--- src/hw/rtl/mts_pkg.sv ---
// Shared types, constants and helpers for the markup tag stripper.
`default_nettype none
package mts_pkg;

  localparam int POS_W      = 16;
  localparam int BUF_DEPTH  = 9;
  localparam int CNT_W      = $clog2(BUF_DEPTH + 1);
  localparam int CFG_ADDR_W = 3;
  localparam int REG_IDX_W  = CFG_ADDR_W - 2;

  localparam logic [REG_IDX_W-1:0] REG_DEFAULT_COLOUR = '0;
  localparam logic [31:0] DEFAULT_COLOUR_RST = 32'hFFFF_FFFF;

  localparam logic [7:0] CH_LBR  = 8'h5B;
  localparam logic [7:0] CH_RBR  = 8'h5D;
  localparam logic [7:0] CH_HASH = 8'h23;
  localparam logic [7:0] CH_0    = 8'h30;
  localparam logic [7:0] CH_9    = 8'h39;
  localparam logic [7:0] CH_A    = 8'h61;
  localparam logic [7:0] CH_F    = 8'h66;
  localparam logic [7:0] CH_D    = 8'h64;
  localparam logic [7:0] CH_E    = 8'h65;
  localparam logic [7:0] CH_U    = 8'h75;

  // "[#uline]", index 0 first
  localparam logic [0:7][7:0] ULINE_PAT = {CH_LBR, CH_HASH, 8'h75, 8'h6C,
                                           8'h69, 8'h6E, 8'h65, CH_RBR};

  localparam logic [CNT_W-1:0] LEN_PLAIN  = CNT_W'(1);
  localparam logic [CNT_W-1:0] LEN_END    = CNT_W'(4);
  localparam logic [CNT_W-1:0] LEN_ULINE  = CNT_W'(8);
  localparam logic [CNT_W-1:0] LEN_COLOUR = CNT_W'(9);

  typedef enum logic [1:0] {
    KIND_PLAIN = 2'd0,
    KIND_REC   = 2'd1,
    KIND_SUM   = 2'd2
  } kind_t;

  typedef struct packed {
    logic ustop;
    logic ustart;
    logic cstop;
    logic cstart;
  } rec_flags_t;

  typedef struct packed {
    kind_t       kind;
    logic [7:0]  char_out;
    logic [15:0] position;
    rec_flags_t  flags;
    logic [31:0] tag_colour;
    logic [15:0] tags_found;
    logic        last;
  } result_t;

  typedef enum logic [2:0] {
    OP_NONE,
    OP_EMIT_REC,
    OP_EMIT_PLAIN,
    OP_APPLY,
    OP_EMIT_SUM,
    OP_FINISH
  } op_t;

  typedef struct packed {
    op_t  op;
    logic append;
  } cmd_t;

  typedef struct packed {
    logic             empty;
    logic             open;
    logic             tag;
    logic             rec_pending;
    logic             push_ok;
    logic             stg_valid;
    logic [CNT_W-1:0] count;
  } stat_t;

  typedef enum logic {
    ST_IDLE,
    ST_SCAN
  } state_t;

  function automatic logic is_hex(input logic [7:0] c);
    return ((c >= CH_0) && (c <= CH_9)) || ((c >= CH_A) && (c <= CH_F));
  endfunction

  function automatic logic [3:0] hex_nibble(input logic [7:0] c);
    return (c <= CH_9) ? c[3:0] : (c[3:0] + 4'd9);
  endfunction

endpackage
`default_nettype wire

--- src/hw/rtl/mts_in_if.sv ---
// Input channel: one byte or end-of-string marker per transaction.
`default_nettype none
interface mts_in_if;
  logic       valid;
  logic       ready;
  logic [7:0] char_in;
  logic       end_of_string;

  modport source (output valid, char_in, end_of_string, input ready);
  modport sink   (input valid, char_in, end_of_string, output ready);
endinterface
`default_nettype wire

--- src/hw/rtl/mts_out_if.sv ---
// Result channel: plain byte, tag record or end summary per transaction.
`default_nettype none
interface mts_out_if;
  logic        valid;
  logic        ready;
  logic [1:0]  kind;
  logic [7:0]  char_out;
  logic [15:0] position;
  logic        colour_start;
  logic        colour_stop;
  logic        underline_start;
  logic        underline_stop;
  logic [31:0] tag_colour;
  logic [15:0] tags_found;
  logic        last;

  modport source (output valid, kind, char_out, position, colour_start, colour_stop,
                  underline_start, underline_stop, tag_colour, tags_found, last,
                  input ready);
  modport sink   (input valid, kind, char_out, position, colour_start, colour_stop,
                  underline_start, underline_stop, tag_colour, tags_found, last,
                  output ready);
endinterface
`default_nettype wire

--- src/hw/rtl/mts_dpath.sv ---
// Datapath: held-byte shift line, tag matcher, record state, result stage.
`default_nettype none
module mts_dpath (
  input  wire logic           clk,
  input  wire logic           rst_n,
  input  wire mts_pkg::cmd_t  cmd,
  input  wire logic [7:0]     in_char,
  input  wire logic [31:0]    dflt_colour,
  output mts_pkg::stat_t      stat,
  output logic                out_valid,
  input  wire logic           out_ready,
  output mts_pkg::result_t    out_item
);

  logic [mts_pkg::BUF_DEPTH-1:0][7:0] buf_r, buf_nxt;
  logic [mts_pkg::CNT_W-1:0]          count_r, count_nxt;
  logic                               rec_pending_r, rec_pending_nxt;
  mts_pkg::rec_flags_t                flags_r, flags_nxt;
  logic [31:0]                        colour_r, colour_nxt;
  logic [mts_pkg::POS_W-1:0]          pos_r, pos_nxt;
  logic [15:0]                        tag_total_r, tag_total_nxt;
  mts_pkg::result_t                   stg_r, stg_nxt;
  logic                               stg_valid_r, stg_valid_nxt;
  mts_pkg::result_t                   out_r, out_nxt;
  logic                               out_valid_r, out_valid_nxt;

  logic [mts_pkg::BUF_DEPTH-1:0] chk_col, chk_uln, chk_end;
  logic ok_col, ok_uln, ok_end;
  logic full_col, full_uln, full_end;
  logic push_ok;

  // Pattern match of the held bytes against each tag, only over filled entries
  always_comb begin
    logic       in_n;
    logic [7:0] c;
    logic       f_col, f_uln, f_end;
    for (int i = 0; i < mts_pkg::BUF_DEPTH; i++) begin
      in_n = (mts_pkg::CNT_W'(i) < count_r);
      c    = buf_r[i];
      if (i == 0) begin
        f_col = (c == mts_pkg::CH_LBR);
      end else if (i == 1) begin
        f_col = (c == mts_pkg::CH_HASH);
      end else if (i < 8) begin
        f_col = mts_pkg::is_hex(c);
      end else begin
        f_col = (c == mts_pkg::CH_RBR);
      end
      f_uln = (i < 8) ? (c == mts_pkg::ULINE_PAT[i % 8]) : 1'b1;
      if (i == 0) begin
        f_end = (c == mts_pkg::CH_LBR);
      end else if (i == 1) begin
        f_end = (c == mts_pkg::CH_HASH);
      end else if (i == 2) begin
        f_end = (c == mts_pkg::CH_D) || (c == mts_pkg::CH_U) || (c == mts_pkg::CH_E);
      end else if (i == 3) begin
        f_end = (c == mts_pkg::CH_RBR);
      end else begin
        f_end = 1'b1;
      end
      chk_col[i] = !in_n || f_col;
      chk_uln[i] = !in_n || f_uln;
      chk_end[i] = !in_n || f_end;
    end
  end

  assign ok_col   = &chk_col;
  assign ok_uln   = &chk_uln;
  assign ok_end   = &chk_end;
  assign full_col = ok_col && (count_r >= mts_pkg::LEN_COLOUR);
  assign full_uln = ok_uln && (count_r >= mts_pkg::LEN_ULINE);
  assign full_end = ok_end && (count_r >= mts_pkg::LEN_END);

  assign push_ok = !stg_valid_r || !out_valid_r || out_ready;

  always_comb begin
    stat             = '0;
    stat.empty       = (count_r == '0);
    stat.tag         = full_col || full_uln || full_end;
    stat.open        = !stat.tag && (ok_col || ok_uln || ok_end);
    stat.rec_pending = rec_pending_r;
    stat.push_ok     = push_ok;
    stat.stg_valid   = stg_valid_r;
    stat.count       = count_r;
  end

  always_comb begin
    logic [mts_pkg::CNT_W-1:0] shamt;
    logic                      push;
    logic                      finish;
    mts_pkg::result_t          new_item;
    mts_pkg::rec_flags_t       f;
    logic [31:0]               col;
    logic [7:0]                b2;

    buf_nxt         = buf_r;
    count_nxt       = count_r;
    rec_pending_nxt = rec_pending_r;
    flags_nxt       = flags_r;
    colour_nxt      = colour_r;
    pos_nxt         = pos_r;
    tag_total_nxt   = tag_total_r;
    stg_nxt         = stg_r;
    stg_valid_nxt   = stg_valid_r;
    out_nxt         = out_r;
    out_valid_nxt   = out_valid_r && !out_ready;

    shamt    = '0;
    push     = 1'b0;
    finish   = 1'b0;
    new_item = '0;
    new_item.position = 16'(pos_r);
    f   = rec_pending_r ? flags_r : '0;
    col = rec_pending_r ? colour_r : '0;
    b2  = buf_r[2];

    case (cmd.op)
      mts_pkg::OP_EMIT_REC: begin
        new_item.kind       = mts_pkg::KIND_REC;
        new_item.flags      = flags_r;
        new_item.tag_colour = colour_r;
        push                = 1'b1;
        rec_pending_nxt     = 1'b0;
      end
      mts_pkg::OP_EMIT_PLAIN: begin
        new_item.kind     = mts_pkg::KIND_PLAIN;
        new_item.char_out = buf_r[0];
        push              = 1'b1;
        pos_nxt           = pos_r + 1'b1;
        shamt             = mts_pkg::LEN_PLAIN;
      end
      mts_pkg::OP_APPLY: begin
        if (full_col) begin
          f.cstart = 1'b1;
          col      = {mts_pkg::hex_nibble(buf_r[2]), mts_pkg::hex_nibble(buf_r[3]),
                      mts_pkg::hex_nibble(buf_r[4]), mts_pkg::hex_nibble(buf_r[5]),
                      mts_pkg::hex_nibble(buf_r[6]), mts_pkg::hex_nibble(buf_r[7]),
                      dflt_colour[7:0]};
          shamt    = mts_pkg::LEN_COLOUR;
        end else if (full_uln) begin
          f.ustart = 1'b1;
          shamt    = mts_pkg::LEN_ULINE;
        end else begin
          if ((b2 == mts_pkg::CH_D) || (b2 == mts_pkg::CH_E)) begin
            f.cstart = 1'b0;
            f.cstop  = 1'b1;
            col      = dflt_colour;
          end
          if ((b2 == mts_pkg::CH_U) || (b2 == mts_pkg::CH_E)) begin
            f.ustart = 1'b0;
            f.ustop  = 1'b1;
          end
          shamt = mts_pkg::LEN_END;
        end
        flags_nxt       = f;
        colour_nxt      = col;
        rec_pending_nxt = 1'b1;
        tag_total_nxt   = tag_total_r + 1'b1;
      end
      mts_pkg::OP_EMIT_SUM: begin
        new_item.kind       = mts_pkg::KIND_SUM;
        new_item.tags_found = tag_total_r;
        push                = 1'b1;
        pos_nxt             = '0;
        tag_total_nxt       = '0;
        rec_pending_nxt     = 1'b0;
        count_nxt           = '0;
      end
      mts_pkg::OP_FINISH: begin
        finish = 1'b1;
      end
      default: begin
      end
    endcase

    if (shamt != '0) begin
      buf_nxt   = buf_r >> {shamt, 3'b000};
      count_nxt = count_r - shamt;
    end
    if (cmd.append) begin
      buf_nxt[count_r] = in_char;
      count_nxt        = count_r + 1'b1;
    end

    // Results wait in the stage until the next one arrives, so the last one can be marked
    if (push) begin
      if (stg_valid_r) begin
        out_nxt       = stg_r;
        out_valid_nxt = 1'b1;
      end
      stg_nxt       = new_item;
      stg_valid_nxt = 1'b1;
    end
    if (finish && stg_valid_r) begin
      out_nxt       = stg_r;
      out_nxt.last  = 1'b1;
      out_valid_nxt = 1'b1;
      stg_valid_nxt = 1'b0;
    end
  end

  always_ff @(posedge clk) begin
    if (!rst_n) begin
      count_r       <= '0;
      rec_pending_r <= 1'b0;
      pos_r         <= '0;
      tag_total_r   <= '0;
      stg_valid_r   <= 1'b0;
      out_valid_r   <= 1'b0;
    end else begin
      count_r       <= count_nxt;
      rec_pending_r <= rec_pending_nxt;
      pos_r         <= pos_nxt;
      tag_total_r   <= tag_total_nxt;
      stg_valid_r   <= stg_valid_nxt;
      out_valid_r   <= out_valid_nxt;
    end
  end

  always_ff @(posedge clk) begin
    buf_r    <= buf_nxt;
    flags_r  <= flags_nxt;
    colour_r <= colour_nxt;
    stg_r    <= stg_nxt;
    out_r    <= out_nxt;
  end

  assign out_valid = out_valid_r;
  assign out_item  = out_r;

endmodule
`default_nettype wire

--- src/hw/rtl/mts_ctrl.sv ---
// Controller: sequences scan steps over the held bytes, one per cycle unless a result must wait for the output.
`default_nettype none
module mts_ctrl (
  input  wire logic           clk,
  input  wire logic           rst_n,
  input  wire logic           in_valid,
  input  wire logic           in_eos,
  output logic                in_ready,
  input  wire mts_pkg::stat_t stat,
  output mts_pkg::cmd_t       cmd
);

  mts_pkg::state_t state_r, state_nxt;
  logic            final_r, final_nxt;
  logic            plain_case;

  // head goes out as a plain byte: no tag there, and no open prefix to wait on or the string has ended
  assign plain_case = !stat.empty && !stat.tag && (!stat.open || final_r);

  always_ff @(posedge clk) begin
    if (!rst_n) begin
      state_r <= mts_pkg::ST_IDLE;
      final_r <= 1'b0;
    end else begin
      state_r <= state_nxt;
      final_r <= final_nxt;
    end
  end

  always_comb begin
    state_nxt  = state_r;
    final_nxt  = final_r;
    in_ready   = 1'b0;
    cmd.op     = mts_pkg::OP_NONE;
    cmd.append = 1'b0;
    case (state_r)
      mts_pkg::ST_IDLE: begin
        in_ready = 1'b1;
        if (in_valid) begin
          state_nxt  = mts_pkg::ST_SCAN;
          final_nxt  = in_eos;
          cmd.append = !in_eos;
        end
      end
      mts_pkg::ST_SCAN: begin
        if (stat.tag) begin
          cmd.op = mts_pkg::OP_APPLY;
        end else if (plain_case) begin
          if (stat.push_ok) begin
            cmd.op = stat.rec_pending ? mts_pkg::OP_EMIT_REC : mts_pkg::OP_EMIT_PLAIN;
          end
        end else if (final_r) begin
          if (stat.push_ok) begin
            if (stat.rec_pending) begin
              cmd.op = mts_pkg::OP_EMIT_REC;
            end else begin
              cmd.op    = mts_pkg::OP_EMIT_SUM;
              final_nxt = 1'b0;
            end
          end
        end else if (stat.push_ok) begin
          // scan done: release the last result and take the next transaction
          cmd.op   = mts_pkg::OP_FINISH;
          in_ready = 1'b1;
          if (in_valid) begin
            final_nxt  = in_eos;
            cmd.append = !in_eos;
          end else begin
            state_nxt = mts_pkg::ST_IDLE;
          end
        end
      end
      default: begin
        state_nxt = mts_pkg::ST_IDLE;
      end
    endcase
  end

endmodule
`default_nettype wire

--- src/hw/rtl/markup_tag_stripper.sv ---
// Each result passes the result stage, then the output register, to out_ch. A new
// transaction is taken only when the scan of the last is done. A tag or a failed
// candidate adds scan steps (tag applied, byte re-emitted, record flushed), run by the
// single scan unit on the 9-entry held-byte shift line; end of string adds the summary step.
// Reset: synchronous active-low rst_n; stream state cleared, default colour
// set to all ones, held bytes left as they are (never read before written).
`default_nettype none
module markup_tag_stripper (
  input  wire logic                            clk,
  input  wire logic                            rst_n,
  mts_in_if.sink                               in_ch,
  mts_out_if.source                            out_ch,
  input  wire logic                            psel,
  input  wire logic                            penable,
  input  wire logic                            pwrite,
  input  wire logic [mts_pkg::CFG_ADDR_W-1:0]  paddr,
  input  wire logic [31:0]                     pwdata,
  output logic [31:0]                          prdata,
  output logic                                 pready
);

  logic [31:0]                     dflt_colour_r, dflt_colour_nxt;
  logic [mts_pkg::REG_IDX_W-1:0]   reg_idx;
  mts_pkg::cmd_t                   cmd;
  mts_pkg::stat_t                  stat;
  logic                            out_valid;
  mts_pkg::result_t                out_item;

  // Config register: single word, written in the access phase of an APB write
  assign pready  = 1'b1;
  assign reg_idx = paddr[mts_pkg::CFG_ADDR_W-1:2];

  always_comb begin
    dflt_colour_nxt = dflt_colour_r;
    if (psel && penable && pwrite && (reg_idx == mts_pkg::REG_DEFAULT_COLOUR)) begin
      dflt_colour_nxt = pwdata;
    end
  end

  always_ff @(posedge clk) begin
    if (!rst_n) begin
      dflt_colour_r <= mts_pkg::DEFAULT_COLOUR_RST;
    end else begin
      dflt_colour_r <= dflt_colour_nxt;
    end
  end

  assign prdata = (reg_idx == mts_pkg::REG_DEFAULT_COLOUR) ? dflt_colour_r : '0;

  // Controller decides each scan step from datapath status
  mts_ctrl u_ctrl (
    .clk      (clk),
    .rst_n    (rst_n),
    .in_valid (in_ch.valid),
    .in_eos   (in_ch.end_of_string),
    .in_ready (in_ch.ready),
    .stat     (stat),
    .cmd      (cmd)
  );

  // Datapath holds the bytes of an open tag candidate and the result stage
  mts_dpath u_dpath (
    .clk         (clk),
    .rst_n       (rst_n),
    .cmd         (cmd),
    .in_char     (in_ch.char_in),
    .dflt_colour (dflt_colour_r),
    .stat        (stat),
    .out_valid   (out_valid),
    .out_ready   (out_ch.ready),
    .out_item    (out_item)
  );

  assign out_ch.valid           = out_valid;
  assign out_ch.kind            = out_item.kind;
  assign out_ch.char_out        = out_item.char_out;
  assign out_ch.position        = out_item.position;
  assign out_ch.colour_start    = out_item.flags.cstart;
  assign out_ch.colour_stop     = out_item.flags.cstop;
  assign out_ch.underline_start = out_item.flags.ustart;
  assign out_ch.underline_stop  = out_item.flags.ustop;
  assign out_ch.tag_colour      = out_item.tag_colour;
  assign out_ch.tags_found      = out_item.tags_found;
  assign out_ch.last            = out_item.last;

`ifndef NO_ASSERTIONS
  // an end summary closes its transaction's results
  a_sum_last: assert property (@(posedge clk) disable iff (!rst_n)
    (out_ch.valid && (out_ch.kind == mts_pkg::KIND_SUM)) |-> out_ch.last)
    else $error("summary result without last");

  // a tag record always carries at least one flag
  a_rec_flags: assert property (@(posedge clk) disable iff (!rst_n)
    (out_ch.valid && (out_ch.kind == mts_pkg::KIND_REC)) |->
      (out_ch.colour_start || out_ch.colour_stop ||
       out_ch.underline_start || out_ch.underline_stop))
    else $error("tag record with no flags");

  // a new transaction only lands while at most an open prefix is held
  a_held_room: assert property (@(posedge clk) disable iff (!rst_n)
    (in_ch.valid && in_ch.ready) |-> (stat.count <= mts_pkg::CNT_W'(8)))
    else $error("held bytes overflow on accept");

  // previous transaction's results are all released when a new one is taken
  a_stage_drained: assert property (@(posedge clk) disable iff (!rst_n)
    (in_ch.valid && in_ch.ready) |=> !stat.stg_valid)
    else $error("result stage still loaded after accept");
`endif

endmodule
`default_nettype wire
--- src/flat_wrapper.sv ---
// flat-port wrapper written by rule: the top's interface ports become plain ports
module markup_tag_stripper_flat 
  (clk, rst_n, psel, penable, pwrite, paddr, pwdata, prdata, pready, in_ch_valid, in_ch_char_in, in_ch_end_of_string, in_ch_ready, out_ch_valid, out_ch_kind, out_ch_char_out, out_ch_position, out_ch_colour_start, out_ch_colour_stop, out_ch_underline_start, out_ch_underline_stop, out_ch_tag_colour, out_ch_tags_found, out_ch_last, out_ch_ready);
  mts_in_if in_ch_i ();
  mts_out_if out_ch_i ();
  input  wire logic clk;
  input  wire logic rst_n;
  input  wire logic psel;
  input  wire logic penable;
  input  wire logic pwrite;
  input  wire logic [mts_pkg::CFG_ADDR_W-1:0] paddr;
  input  wire logic [31:0] pwdata;
  output logic [31:0] prdata;
  output logic pready;
  input wire logic [$bits(in_ch_i.valid)-1:0] in_ch_valid;
  input wire logic [$bits(in_ch_i.char_in)-1:0] in_ch_char_in;
  input wire logic [$bits(in_ch_i.end_of_string)-1:0] in_ch_end_of_string;
  output wire logic [$bits(in_ch_i.ready)-1:0] in_ch_ready;
  output wire logic [$bits(out_ch_i.valid)-1:0] out_ch_valid;
  output wire logic [$bits(out_ch_i.kind)-1:0] out_ch_kind;
  output wire logic [$bits(out_ch_i.char_out)-1:0] out_ch_char_out;
  output wire logic [$bits(out_ch_i.position)-1:0] out_ch_position;
  output wire logic [$bits(out_ch_i.colour_start)-1:0] out_ch_colour_start;
  output wire logic [$bits(out_ch_i.colour_stop)-1:0] out_ch_colour_stop;
  output wire logic [$bits(out_ch_i.underline_start)-1:0] out_ch_underline_start;
  output wire logic [$bits(out_ch_i.underline_stop)-1:0] out_ch_underline_stop;
  output wire logic [$bits(out_ch_i.tag_colour)-1:0] out_ch_tag_colour;
  output wire logic [$bits(out_ch_i.tags_found)-1:0] out_ch_tags_found;
  output wire logic [$bits(out_ch_i.last)-1:0] out_ch_last;
  input wire logic [$bits(out_ch_i.ready)-1:0] out_ch_ready;
  assign in_ch_i.valid = in_ch_valid;
  assign in_ch_i.char_in = in_ch_char_in;
  assign in_ch_i.end_of_string = in_ch_end_of_string;
  assign in_ch_ready = in_ch_i.ready;
  assign out_ch_valid = out_ch_i.valid;
  assign out_ch_kind = out_ch_i.kind;
  assign out_ch_char_out = out_ch_i.char_out;
  assign out_ch_position = out_ch_i.position;
  assign out_ch_colour_start = out_ch_i.colour_start;
  assign out_ch_colour_stop = out_ch_i.colour_stop;
  assign out_ch_underline_start = out_ch_i.underline_start;
  assign out_ch_underline_stop = out_ch_i.underline_stop;
  assign out_ch_tag_colour = out_ch_i.tag_colour;
  assign out_ch_tags_found = out_ch_i.tags_found;
  assign out_ch_last = out_ch_i.last;
  assign out_ch_i.ready = out_ch_ready;
  markup_tag_stripper u_core (.clk(clk), .rst_n(rst_n), .in_ch(in_ch_i), .out_ch(out_ch_i), .psel(psel), .penable(penable), .pwrite(pwrite), .paddr(paddr), .pwdata(pwdata), .prdata(prdata), .pready(pready));
endmodule
--- config.mk ---
export PLATFORM = sky130hd
export DESIGN_NAME = markup_tag_stripper_flat
export DESIGN_NICKNAME = d
export VERILOG_FILES = /design/src/hw/rtl/mts_pkg.sv /design/src/hw/rtl/mts_in_if.sv /design/src/hw/rtl/mts_out_if.sv /design/src/hw/rtl/mts_dpath.sv /design/src/hw/rtl/mts_ctrl.sv /design/src/hw/rtl/markup_tag_stripper.sv /design/src/flat_wrapper.sv
export SDC_FILE = /design/constraint.sdc
export NUM_CORES = 1
export LEC_CHECK = 0
export BUFFER_PORTS_ARGS = -buffer_cell sky130_fd_sc_hd__buf_2
export CORE_MARGIN = 5
export CORE_UTILIZATION = 50
export DETAILED_ROUTE_END_ITERATION = 7
export PLACE_DENSITY = 0.8
export SLEW_MARGIN = 20
export SYNTH_ARGS = -nofsm -noshare
export SYNTH_HDL_FRONTEND = slang
export SYNTH_SLANG_ARGS = --single-unit
--- constraint.sdc ---
create_clock -name clk -period 6.35 [get_ports clk]
set_input_delay 0.635 -clock clk [delete_from_list [all_inputs] [get_ports clk]]
set_output_delay 0.635 -clock clk [all_outputs]
set_load 0.02 [all_outputs]
After elaboration in Yosys (flattened, before gate mapping)

Cells that the tools add are included.

Bitwise logic cells: 3
$lt $le $gt $ge: 38
Equal/unequal tests: 20
Reduce and logical (&&, ||, !) cells: 91
Shifts and indexed selects: 1
$add $sub $neg: 10
Mux-type cells: 75

Operators with widths:

| kind                                                               | count |
|---|---|
| two-way mux 79 bit                                                 | 3 |
| two-way mux 32 bit                                                 | 5 |
| two-way mux 72 bit                                                 | 2 |
| equality test 8 x 7 -> 1 bit (second input constant)               | 11 |
| bitwise mux 72 bit                                                 | 1 |
| >> shifter 72 x 7 -> 72 bit                                        | 1 |
| case mux 16 bit (2 select lines)                                   | 2 |
| two-way mux 4 bit                                                  | 13 |
| greater-or-equal comparator 8 x 6 -> 1 bit (second input constant) | 6 |
| greater-or-equal comparator 8 x 7 -> 1 bit (second input constant) | 6 |
| <= comparator 8 x 6 -> 1 bit (second input constant)               | 6 |
| <= comparator 8 x 7 -> 1 bit (second input constant)               | 6 |
| logical OR 1 bit                                                   | 34 |
| adder 16 x 1 -> 16 bit (second input constant)                     | 2 |
| demux 8 bit (select 4 bit)                                         | 1 |
| two-way mux 1 bit                                                  | 28 |
| adder 4 bit (second input constant)                                | 6 |
| logical AND 1 bit                                                  | 24 |
| two-way mux 3 bit                                                  | 7 |
| zero test 1 bit                                                    | 16 |
| less-than comparator 3 x 4 -> 1 bit (first input constant)         | 4 |
| two-way mux 2 bit                                                  | 5 |
| case mux 1 bit (2 select lines)                                    | 5 |
| nonzero test 2 bit                                                 | 5 |
| 28 further kinds                                                   | 39 |

Bits of input ports: 51
Output and inout port bits: 114
Word-level logic and storage cells: 280
Bits in registers: 338

Logic depth before layout (Yosys ltp)

Depth in word-level cells: 22
Depth in mapped cells: 22
Gate-level depth less buffers: 18

Modules after synthesis

A second synthesis with hierarchy kept.

Cell total of the unflattened synthesis: 1679
Area, all modules: 16782.3 um^2

Modules (own cells, without submodules):

| module              | area each (um^2) | instances | sequential area each (um^2) | cells an instance |
|---|---|---|---|---|
| mts_dpath           | 14881.8          | 1         | 8007.7                      | 1473 |
| markup_tag_stripper | 1697.9           | 1         | 640.6                       | 177 |
| mts_ctrl            | 202.7            | 1         | 40.0                        | 29 |

Worst setup path before layout

OpenSTA, ideal clock, no wires.

Kind: reg2reg
From: register u_core.u_dpath.count_r[1] (netlist name)
To: register u_core.u_dpath.stg_r[10] (netlist name), enable pin
Data required time: 5.799 ns
Library setup time: 0.551 ns
Period minus slack after synthesis: 6.984 ns
Path buffers: 2
Cell stages (with the launch flop): 13
Arrival: 6.434 ns
Slack: -0.634 ns
Cell sequence: dfxtp_1 inv_1 ha_1 or3b_1 o21a_1 a211oi_2 and4_4 buf_6 a211o_1 a21o_1 buf_2 nand3_1 xnor2_1

Cells in the longest elaborated chain, start to end: 18
Elaborated cells on any way between the ends: 64
Those cells by class: order compare: 12; eq/ne: 3; mux: 4; reduce/logical: 45

Ends and longest elaborated chain:

| element                                                           | line                                              | RTL |
|---|---|---|
| from (decl)                                                       | mts_dpath.sv:16                                   | `logic [mts_pkg::CNT_W-1:0] count_r, count_nxt;` |
| from (signal assigned)                                            | mts_dpath.sv:211                                  | `count_r <= count_nxt;` |
| less-than comparator 1 x 4 -> 1 bit (tied with other cells)       | mts_dpath.sv:38                                   | `in_n = (mts_pkg::CNT_W'(i) < count_r);` |
| zero test 1 bit (on tied branches)                                | n/a                                               |  |
| logical OR 1 bit (on tied branches)                               | mts_dpath.sv:61, mts_dpath.sv:62, mts_dpath.sv:63 |  |
| AND reduction 9 bit / AND reduction 8 bit (equally long branches) | mts_dpath.sv:67, mts_dpath.sv:68                  |  |
| logical AND 1 bit (on tied branches)                              | mts_dpath.sv:70, mts_dpath.sv:71                  |  |
| logical OR 1 bit (2 in a row)                                     | mts_dpath.sv:79                                   | `stat.tag = full_col \|\| full_uln \|\| full_end;` |
| zero test 1 bit                                                   | mts_dpath.sv:80, mts_ctrl.sv:18                   |  |
| logical AND 1 bit                                                 | mts_dpath.sv:80                                   | `stat.open = !stat.tag && (ok_col \|\| ok_uln \|\| ok_end);` |
| zero test 1 bit                                                   | mts_ctrl.sv:18                                    | `assign plain_case = !stat.empty && !stat.tag && (!stat.open \|\| final_r);` |
| logical OR 1 bit                                                  | mts_ctrl.sv:18                                    |  |
| logical AND 1 bit                                                 | mts_ctrl.sv:18                                    |  |
| two-way mux 3 bit                                                 | mts_ctrl.sv:48                                    | `end else if (plain_case) begin` |
| two-way mux 3 bit *                                               | mts_ctrl.sv:46                                    | `if (stat.tag) begin` |
| two-way mux 3 bit *                                               | mts_ctrl.sv:36                                    | `case (state_r)` |
| equality test 3 bit (tied with other cells)                       | mts_dpath.sv:117                                  | `case (cmd.op)` |
| OR reduction 3 bit (no source line) *                             | n/a                                               |  |
| two-way mux 1 bit *                                               | mts_dpath.sv:117                                  |  |
| to (signal assigned)                                              | mts_dpath.sv:224                                  | `stg_r <= stg_nxt;` |
| to (decl)                                                         | mts_dpath.sv:22                                   | `mts_pkg::result_t stg_r, stg_nxt;` |

Mark *: on every way between the ends. The rest lies on a longest branch, timed or not.
A chain may end at the register's enable or synchronous reset.

==> summary.md <==
Of all nets on the critical path, the largest fanout is 11. In this run the vertical extent of the chip is 190 um. The number of failing hold endpoints at the final stage was 0. Among all stages on the critical path, the largest delay is contributed by sky130_fd_sc_hd__o41a_1.

The run gives 0.269 mV as the peak ir drop on the vdd network. The run finished with clean final reports. For the final database, setup skew stands at 0.0196 ns. For the initial antenna violation count, the log shows 1.

The run gives 36 as the number of buffers added by the clock tree synthesis step. Traced cell by cell, the critical path runs through ha_1 -> a21oi_1 -> a41oi_1 -> nor4_1 -> and2_1 -> o41a_1 -> inv_2 -> nand4_1 -> and3_1 -> a211o_1. Setup repair after global routing left no endpoint under its margin. The analysis attributes to cell leakage a power of 7.14 nW. The clock transition time at the flip-flop clock pins of the worst setup and hold paths is 0.06 ns. The via count of the first global-routing pass is 11800. The worst setup path is launched from a register. The via count normalized by instance count was 5.89. For flop-to-flop paths, the worst setup slack is 1.33 ns. After the first detailed-routing iteration, the DRC count stood at 1342. The post-synthesis async set-or-reset flop share was 0.

The floorplan has 66 rows. The startpoint identified for the worst hold timing path is pwdata[21]. The commonest non-fill, non-tap cell in the layout is sky130_fd_sc_hd__nand2_1. The clock root buffer is sky130_fd_sc_hd__clkbuf_16. The logs give 0 for the total overflow reported by the global router and 0 for the DRC violation count after routing.

The run gives 90 as the maximum number of pins on one net before global-route repair. In this run the critical register-to-register path is captured at u_core.u_dpath.buf_r[19]$_DFF_P_. The ratio of final minimum period to clock period was 0.791. In this run the power density over the cells is 294 mW/mm^2. Setup violations remaining at the end of the flow were counted as 0.

The synthesized netlist occupies a cell area of 0.0163 mm^2. The first global-routing pass estimated 67.3 mm of wire. For the number of top-level design ports, the log shows 165.

The average instance in the mapped netlist occupies 10.2 um^2. For this run, the leading register cell type out of synthesis is sky130_fd_sc_hd__edfxtp_1. The width of the die works out to 190 um. The die covers 0.0363 mm^2. Sorting the synthesized cells by area gives the leading types as sky130_fd_sc_hd__edfxtp_1 (35%), sky130_fd_sc_hd__dfxtp_1 (18%), sky130_fd_sc_hd__and2_1 (5.5%). After detailed routing, the total wire length is 44.5 mm.

The global routing usage summed across all routing layers came out at 0.236. Post-layout minimum cycle time: 5.02 ns. Relative max-transition margin: 0.320. The logs give 0 for the count of antenna diodes in the layout and 2 for the number of levels the H-tree was split into. The run gives 0 as the final number of max-transition violations.

Input and output buffers added on the ports amount to 161. Synthesis handed over a netlist of 1592 instances. The top cell types in the final layout, fill and taps aside, are sky130_fd_sc_hd__nand2_1 (198), sky130_fd_sc_hd__edfxtp_1 (192), sky130_fd_sc_hd__buf_2 (161), sky130_fd_sc_hd__dfxtp_1 (146), sky130_fd_sc_hd__and2_1 (143). In this run the critical register-to-register path is launched from u_core.u_dpath.count_r[1]$_SDFFE_PN0P_. The area share of the largest cell type after synthesis is 0.354.

The share of final-layout standard cells stronger than drive strength 1 is 0.159, and the number of maximum-capacitance violations is 0. Data on the critical path is required at its endpoint by 6.76 ns. On the critical path the largest part of the delay comes from compound AO/OA/AOI/OAI gates.

The initial core utilization is 0.503. Flop and latch count out of synthesis: 338. The clock net in this run drives a total of 338 sinks.

The synthesis warning total was 0; the iteration count of the initial detailed-routing pass was 6. The buffering stage count on the worst path with inverters included is 1, and the number of different library cells in the post-synthesis netlist is 91. The slew at the pin closest to its max-slew limit works out to 1.02 ns. The final layout contains 1799 nets.

Sequential-to-total area share from yosys stat: 0.534. The tools report the total setup buffers inserted after CTS as 0. The path class of the tightest hold or removal check is input pin to register.

Counting every net in the synthesized netlist gives 1677. The biggest area contributor in the post-synthesis netlist is sky130_fd_sc_hd__edfxtp_1. The antenna violation net count after detailed routing was 0; the maximum number of buffers from clock root to sink was 3. The HPWL after detailed placement is 31.6 mm.

Counting instances, the worst hold path has a depth of 3. For this run, the top clock speed supported by timing is 199 MHz. The total of cells resized after clock tree synthesis was 0. The number of cells on the worst reg-to-reg path is 10.

TritonCTS built the clock tree. After routing, the total negative slack on setup checks comes to 0 ns. STA classifies the critical path endpoint as a register. From synthesis to final layout, the design area changed by 13.6%.

The run gives 0.0324 mm^2 as the core box area. The final weighted congestion in routability-driven placement was 0.971. The critical path start-end classification is register to register. Detail-routed net length per standard cell: 20.4 um.

The clock reaches the later pin of the worst-skew pair after 0.53 ns. For the worst setup path, the data arrival time is 5.43 ns. The maximum single-stage delay on the critical path was 0.76 ns; the filler-free cell count of the finished design was 2182.

The hold buffer count at cts was 0. The tools report the total vias in the final route as 12800. The number of enable-type register cells in the synthesized netlist works out to 192. Once placement completed, the tool counted placed cells totaling 2118. For hold timing, the worst endpoint is u_core.dflt_colour_r[21]$_SDFFE_PN1P_.
-- worst max-delay path by stage --
stage / startpoint / to / slack (ns) / cells after the start
2_1_floorplan: u_core.u_dpath.count_r[1]$_SDFFE_PN0P_ / u_core.u_dpath.stg_r[10]$_SDFFCE_PP0P_ / 1.16 / 12
3_3_place_gp: u_core.u_dpath.count_r[1]$_SDFFE_PN0P_ / u_core.u_dpath.buf_r[19]$_DFF_P_ / 1.58 / 10
3_5_place_dp: u_core.u_dpath.count_r[1]$_SDFFE_PN0P_ / u_core.u_dpath.buf_r[19]$_DFF_P_ / 1.52 / 10
4_1_cts: u_core.u_dpath.count_r[1]$_SDFFE_PN0P_ / u_core.u_dpath.buf_r[19]$_DFF_P_ / 1.47 / 10
5_1_grt: u_core.u_dpath.buf_r[56]$_DFF_P_ / in_ch_ready / 1.15 / 10
6_report: u_core.u_dpath.count_r[1]$_SDFFE_PN0P_ / u_core.u_dpath.buf_r[19]$_DFF_P_ / 1.33 / 10
-- final cells by class --
type | count | area, um^2
fillers | 2787 | 13900
clock buffers | 46 | 948
repair buffers | 183 | 983
inverters | 36 | 136
multi-input cells | 1119 | 7010
flip-flops and latches | 338 | 8690
well taps | 442 | 553
clock inverters | 18 | 169
-- report_power, final --
part	switching [mW]	internal (mW)
combinational	0.406	0.295
sequential	0.249	2.49
clock	0.843	1.15
-- cells by family after synthesis --
family,after synthesis,synth area share
XOR/XNOR,28,0.0151
adder cells (fa/ha/maj),34,0.0261
AO/OA/AOI/OAI,350,0.148
flip-flops,338,0.534
other,1,0.000230
buffers and inverters,135,0.0377
AND/OR/NAND/NOR,670,0.217
multiplexers,36,0.0225
-- metal layers --
layer | GRT usage | vias up | part of all wire
li1 | - | 6025 | -
met1 | 0.325 | 6181 | 0.42
met2 | 0.372 | 543 | 0.46
met3 | 0.0452 | 96 | 0.084
met4 | 0.0901 | 0 | 0.034
met5 | 0 | - | 0
-- flip-flops by register name, summed over array words and instances, names as in the netlist, 16 cells and up --
signal / count
u_core.dflt_colour_r: 32
u_core.u_dpath.buf_r: 72
u_core.u_dpath.colour_r: 32
u_core.u_dpath.out_item: 79
u_core.u_dpath.pos_r: 16
u_core.u_dpath.stg_r: 78
u_core.u_dpath.tag_total_r: 16
-- synth_stat cells (all sizes together), types with 5 or more instances --
cell type and n:
o2bb2ai 5, a21o 8, a21oi 67, a211oi 9, o211a 9, nand2 198
o21ai 95, nor3 35, edfxtp 192, nand4b 8, mux2 5, nand3 71
o211ai 9, a211o 7, clkbuf 62, nand4 13, and2 143, or2 7
nand3b 5, xor2 10, nor2b 40, nand2b 11, buf 37, a221o 13
xnor2 18, nor3b 5, a222oi 6, nor2 88, o2111ai 5, nor4 7
a22oi 29, a311oi 8, and3 16, o31ai 14, dfxtp 146, a31oi 18
ha 34, mux2i 31, a31o 5, inv 35
-- through the flow --
stage	setup slack (ns)	utilization	hold slack [ns]	instance area (um^2)	power, mW
finish	1.33	0.571	0.318	18500	5.43
global route	1.15	0.571	0.312	18500	5.64
CTS	1.47	0.571	0.296	18500	5.45
detailed placement	1.52	0.536	0.453	17400	3.46
global placement	1.58	0.536	0.444	17400	3.44
floorplan	1.16	-	0.428	16300	3.20
-- tightest hold or removal path, stage by stage --
cell and delay [ns]:
sky130_fd_sc_hd__buf_2 0.08, sky130_fd_sc_hd__nand2_1 0.04, sky130_fd_sc_hd__nand3_1 0.06
Note: power is estimated with default switching activity, not from simulation.
